### src/rtl/lag_pkg.sv
// Package for the life automaton grid: shared types, codes and constants.
// Used by lag_window and life_automaton_grid_unit; depends on nothing else.
`timescale 1ns / 1ps

package lag_pkg;

  // Default grid bounds, handed to the top-level parameters.
  localparam int MAX_WIDTH_DEF  = 256;
  localparam int MAX_HEIGHT_DEF = 256;

  // Width of the compare path; holds a 4096 bound plus a carry with margin.
  localparam int CMP_W = 14;

  // Width of the size registers.
  localparam int SIZE_W = 9;
  localparam logic [SIZE_W-1:0] SIZE_RESET = 9'd256;

  // B3/S23 neighbour counts.
  localparam logic [3:0] BIRTH_COUNT   = 4'd3;
  localparam logic [3:0] SURVIVE_COUNT = 4'd2;

  typedef enum logic [1:0] {
    OP_PLACE   = 2'd0,
    OP_ADVANCE = 2'd1,
    OP_READ    = 2'd2,
    OP_CLEAR   = 2'd3
  } op_e;

  typedef enum logic [1:0] {
    REG_WIDTH  = 2'd0,
    REG_HEIGHT = 2'd1
  } cfg_reg_e;

  // Row of the neighbourhood column that a read fetches.
  typedef enum logic [1:0] {
    SLOT_UP   = 2'd0,
    SLOT_MID  = 2'd1,
    SLOT_DOWN = 2'd2
  } slot_e;

  typedef enum logic [2:0] {
    ST_IDLE,
    ST_CLEAR,
    ST_PLACE,
    ST_READ,
    ST_ADV,
    ST_DRAIN,
    ST_RESP
  } state_e;

  // Control beat travelling with a grid read towards the window.
  typedef struct packed {
    logic  valid;
    logic  in_range;
    slot_e slot;
    logic  first_col;
  } win_ctl_t;

endpackage

### src/rtl/lag_window.sv
// Sliding 3x3 neighbourhood window and B3/S23 rule for the generation sweep.
// Depends on lag_pkg for the control beat and the rule constants.
`timescale 1ns / 1ps

module lag_window
  import lag_pkg::*;
(
  input  logic     clk_i,
  input  logic     rst_ni,
  input  win_ctl_t ctl_i,
  input  logic     bit_i,
  output logic     next_alive_o,
  output logic     col_done_o
);

  logic       up_q, up_d;
  logic       mid_q, mid_d;
  logic [2:0] left_q, left_d;
  logic [2:0] ctr_q, ctr_d;
  logic [2:0] new_col;
  logic       bit_in;
  logic [3:0] count;

  // Out-of-grid neighbours read as dead.
  assign bit_in  = ctl_i.in_range & bit_i;
  assign new_col = {bit_in, mid_q, up_q};

  assign count = 4'(left_q[0]) + 4'(left_q[1]) + 4'(left_q[2])
               + 4'(ctr_q[0]) + 4'(ctr_q[2])
               + 4'(new_col[0]) + 4'(new_col[1]) + 4'(new_col[2]);

  assign next_alive_o = (count == BIRTH_COUNT) || ((count == SURVIVE_COUNT) && ctr_q[1]);
  assign col_done_o   = ctl_i.valid && (ctl_i.slot == SLOT_DOWN);

  always_comb begin
    up_d   = up_q;
    mid_d  = mid_q;
    left_d = left_q;
    ctr_d  = ctr_q;
    if (ctl_i.valid) begin
      unique case (ctl_i.slot)
        SLOT_UP:   up_d  = bit_in;
        SLOT_MID:  mid_d = bit_in;
        SLOT_DOWN: begin
          // Start of a row: nothing lies left of column zero.
          left_d = ctl_i.first_col ? 3'b000 : ctr_q;
          ctr_d  = new_col;
        end
        default: ;
      endcase
    end
  end

  always_ff @(posedge clk_i or negedge rst_ni) begin
    if (!rst_ni) begin
      up_q   <= 1'b0;
      mid_q  <= 1'b0;
      left_q <= '0;
      ctr_q  <= '0;
    end else begin
      up_q   <= up_d;
      mid_q  <= mid_d;
      left_q <= left_d;
      ctr_q  <= ctr_d;
    end
  end

endmodule

### config.mk
export PLATFORM = sky130hd
export DESIGN_NAME = lag_window
export DESIGN_NICKNAME = d
export VERILOG_FILES = /design/src/rtl/lag_pkg.sv /design/src/rtl/lag_window.sv
export SDC_FILE = /design/constraint.sdc
export NUM_CORES = 1
export LEC_CHECK = 0
export ABC_CLOCK_PERIOD_IN_PS = 8200
export BUFFER_PORTS_ARGS = -buffer_cell sky130_fd_sc_hd__buf_2
export CAP_MARGIN = 5
export CORE_AREA = 3 3 40 42
export CTS_CLUSTER_DIAMETER = 120
export DETAILED_ROUTE_END_ITERATION = 6
export DIE_AREA = 0 0 43 45
export GPL_TIMING_DRIVEN = 0
export HOLD_SLACK_MARGIN = 0.15
export PLACE_DENSITY = 0.62
export SYNTH_ARGS = -nofsm -noshare
export SYNTH_HDL_FRONTEND = slang
export SYNTH_SLANG_ARGS = --single-unit
### constraint.sdc
create_clock -name clk_i -period 8.2 [get_ports clk_i]
set_clock_uncertainty 0.15 [all_clocks]
set_input_delay 0 -clock clk_i [delete_from_list [all_inputs] [get_ports clk_i]]
set_output_delay 0 -clock clk_i [all_outputs]
set_load 0.01 [all_outputs]
==> impl_metrics.env <==
export IMPL_combPwrFrac_pct=39.7
export IMPL_yosysSeqAreaShare_pct=38.9
export IMPL_synthTopCellsByCount="11 x inv_1, 8 x dfrtp_1, 8 x nand2_1"
export IMPL_start_kind="register"
export IMPL_core_um2=1280
export IMPL_yosysTopAreaCellShare_pct=38.9
export IMPL_avgSynthCellArea_um2=9.89
export IMPL_place_area_um2=578
export IMPL_cts_buffers=3
export IMPL_routed_wl_mm=1.01
export IMPL_min_path_type="register to register"
export IMPL_slew_viol_final=0
export IMPL_fin_setup_tns_ns=0
export IMPL_vias=423
export IMPL_hold_viol_final=0
export IMPL_ios=10
export IMPL_critPathLaunch="up_q$_DFFE_PN0P_"
export IMPL_gp_congestion=0.695
export IMPL_cap_violations=0
export IMPL_diodes=0
export IMPL_cp_data_arrival_time_ns=3.26
export IMPL_hold_path_depth=2
export IMPL_finalCritPeriodShare_pct=41.6
export IMPL_drive_above_1_share_pct=19.5
export IMPL_cts_tree="done"
export IMPL_post_cts_buffers=0
export IMPL_grt_pass1_wl_mm=1.83
export IMPL_hpwl_um=739
export IMPL_die_area_um2=1940
export IMPL_end_kind="output pin"
export IMPL_via_per_inst=4.60
export IMPL_dp_slack_ns=5.05
export IMPL_powerDensity_nw_per_um2=176
export IMPL_p_sw_uw=42.2
export IMPL_postSynth_asyncResetShare_pct=100
export IMPL_worstMarginPinSlew_ns=0.376
export IMPL_synth_edf_count=0
export IMPL_cp_required_ns=8.05
export IMPL_grt_overflow_total=0
export IMPL_drtPass1Iterations=2
export IMPL_p_leak_nw=0.377
export IMPL_post_route_min_period_ns=3.41
export IMPL_cp_max_fo=2
export IMPL_die_y_um=45
export IMPL_grt_usage_pct=13.3
export IMPL_seq_power_share_pct=37.0
export IMPL_grt_pass1_vias=440
export IMPL_clk_pin_slew_ns=0.06
export IMPL_stdcell_area_um2=731
export IMPL_io_buffer_count=9
export IMPL_htreeDepth=1
export IMPL_initial_core_util_pct=40.0
export IMPL_fp_dieW_um=43
export IMPL_synth_area_um2=514
export IMPL_clock_path_buffers=2
export IMPL_power_uw=128
export IMPL_synth_warnings=0
export IMPL_area_growth_pct=42.1
export IMPL_synthFlopType="dfrtp_1"
export IMPL_clk_latency_ns=0.26
export IMPL_setup_viol=0
export IMPL_r2r_start="ctr_q[0]$_DFFE_PN0P_"
export IMPL_synth_area_leader_cell="dfrtp_1"
export IMPL_reg2reg_to="left_q[0]$_DFFE_PN0P_"
export IMPL_row_count=13
export IMPL_grt_setup_unrepaired="false"
export IMPL_syn_inst=52
export IMPL_switching_share_pct=32.8
export IMPL_synthTopCellsByArea="dfrtp_1 39%, fa_1 16%, inv_1 8.0%"
export IMPL_holdPathEnd="ctr_q[2]$_DFFE_PN0P_"
export IMPL_fin_nets=94
export IMPL_yosysMostFrequentCell="inv_1"
export IMPL_slew_headroom_pct=74.8
export IMPL_root_buffer="clkbuf_4"
export IMPL_drtAntennaViolNets=0
export IMPL_internal_power_uw=86.3
export IMPL_routedWlPerCell_um=11.0
export IMPL_outcome="finished, final reports clean"
export IMPL_criticalPathCategory="register to output pin"
export IMPL_grt_start_max_net_pins=11
export IMPL_hp_start="ctr_q[2]$_DFFE_PN0P_"
export IMPL_reg2regPathDepth=3
export IMPL_clockPowerShare_pct=23.2
export IMPL_drtIter0Drc=1
export IMPL_timing_hold_ws_ns=0.339
export IMPL_ys_seq_elements=8
export IMPL_syn_nets=67
export IMPL_ir_worst_vdd_uv=93.9
export IMPL_fmax_ghz=0.293
export IMPL_final_setup_worst_slack_ns=4.79
export IMPL_ys_types=16
export IMPL_antenna_found_initial=0
export IMPL_ff2ff_setup_slack_ns=6.79
export IMPL_cts_sinks=8
export IMPL_drc=0
-- metrics by stage --
step / util [%] / instances
detailed placement: 45.0 / 76
global placement: 45.0 / 76
CTS: 56.9 / 92
floorplan: - / 52
global route: 56.9 / 92
finish: 56.9 / 92
-- routing by layer --
metal	vias to the layer above	routed length, um	track usage, %
met4	0	0	1.81
met2	10	519	22.8
li1	219	-	-
met5	-	0	0
met3	0	56	5.98
met1	194	436	15.8
-- critical path: stages (launching register included) --
cell     delay [ns]
dfrtp_1        0.34
inv_1          0.08
fa_1           0.55
fa_1           0.43
fa_1           0.49
inv_1          0.04
ha_1           0.20
fa_1           0.39
or2_0          0.23
a21oi_1        0.13
buf_2          0.14
-- power by group through the flow --
stage               sequential (mW)  clock, mW  combinational (mW)
floorplan                    0.0474          0              0.0315
global placement             0.0481          0              0.0422
detailed placement           0.0482          0              0.0448
CTS                          0.0476     0.0311              0.0512
global route                 0.0484     0.0332              0.0606
finish                       0.0476     0.0299              0.0510
-- how the worst max path moves through the flow --
stage,to,cells past startpoint
4_1_cts,next_alive_o,10
3_3_place_gp,next_alive_o,10
6_report,next_alive_o,10
2_1_floorplan,next_alive_o,9
5_1_grt,next_alive_o,10
3_5_place_dp,next_alive_o,10
-- cell families (layout without fill, tap and decap cells) --
logic type                 Yosys count  count (layout)  share of synthesized area [%]
DFF                                  8               8                           38.9
buffers and inverters               12              37                           9.00
AOI/OAI and AO/OA                   11              11                           12.4
and+or+nand+nor                     14              14                           16.8
adders and majority gates            7               7                           22.9
-- cell usage in the layout (no fill, tap or decap) --
cell,instances
dlygate4sd3_1,13
inv_1,11
buf_2,10
nand2_1,8
dfrtp_1,8
o21ai_1,4
fa_1,4
ha_1,3
clkbuf_4,3
a21oi_1,2
o21ai_0,2
o31ai_1,2
or3b_1,2
nand3_1,1
or2_0,1
nand3b_4,1
o21ai_2,1
nand3b_1,1
-- registers in the layout, summed over array words and instances (netlist names) --
signal  cells
ctr_q       3
left_q      3
mid_q       1
up_q        1
-- repair_timing --
item,CTS,global route
hold buffers,13,0
endpoints found under the hold margin,16,0
setup endpoints to repair,0,0
resized for setup,0,0
-- final cells by class --
class / instances / area [um2]
plain buffers: 1 / 5.00
flip-flops and latches: 8 / 200
fillers: 123 / 554
well taps: 15 / 18.8
inverters: 11 / 41.3
clock buffers: 3 / 22.5
multi-input cells: 32 / 268
repair buffers: 22 / 175
Power figures use the tool's default switching activity.
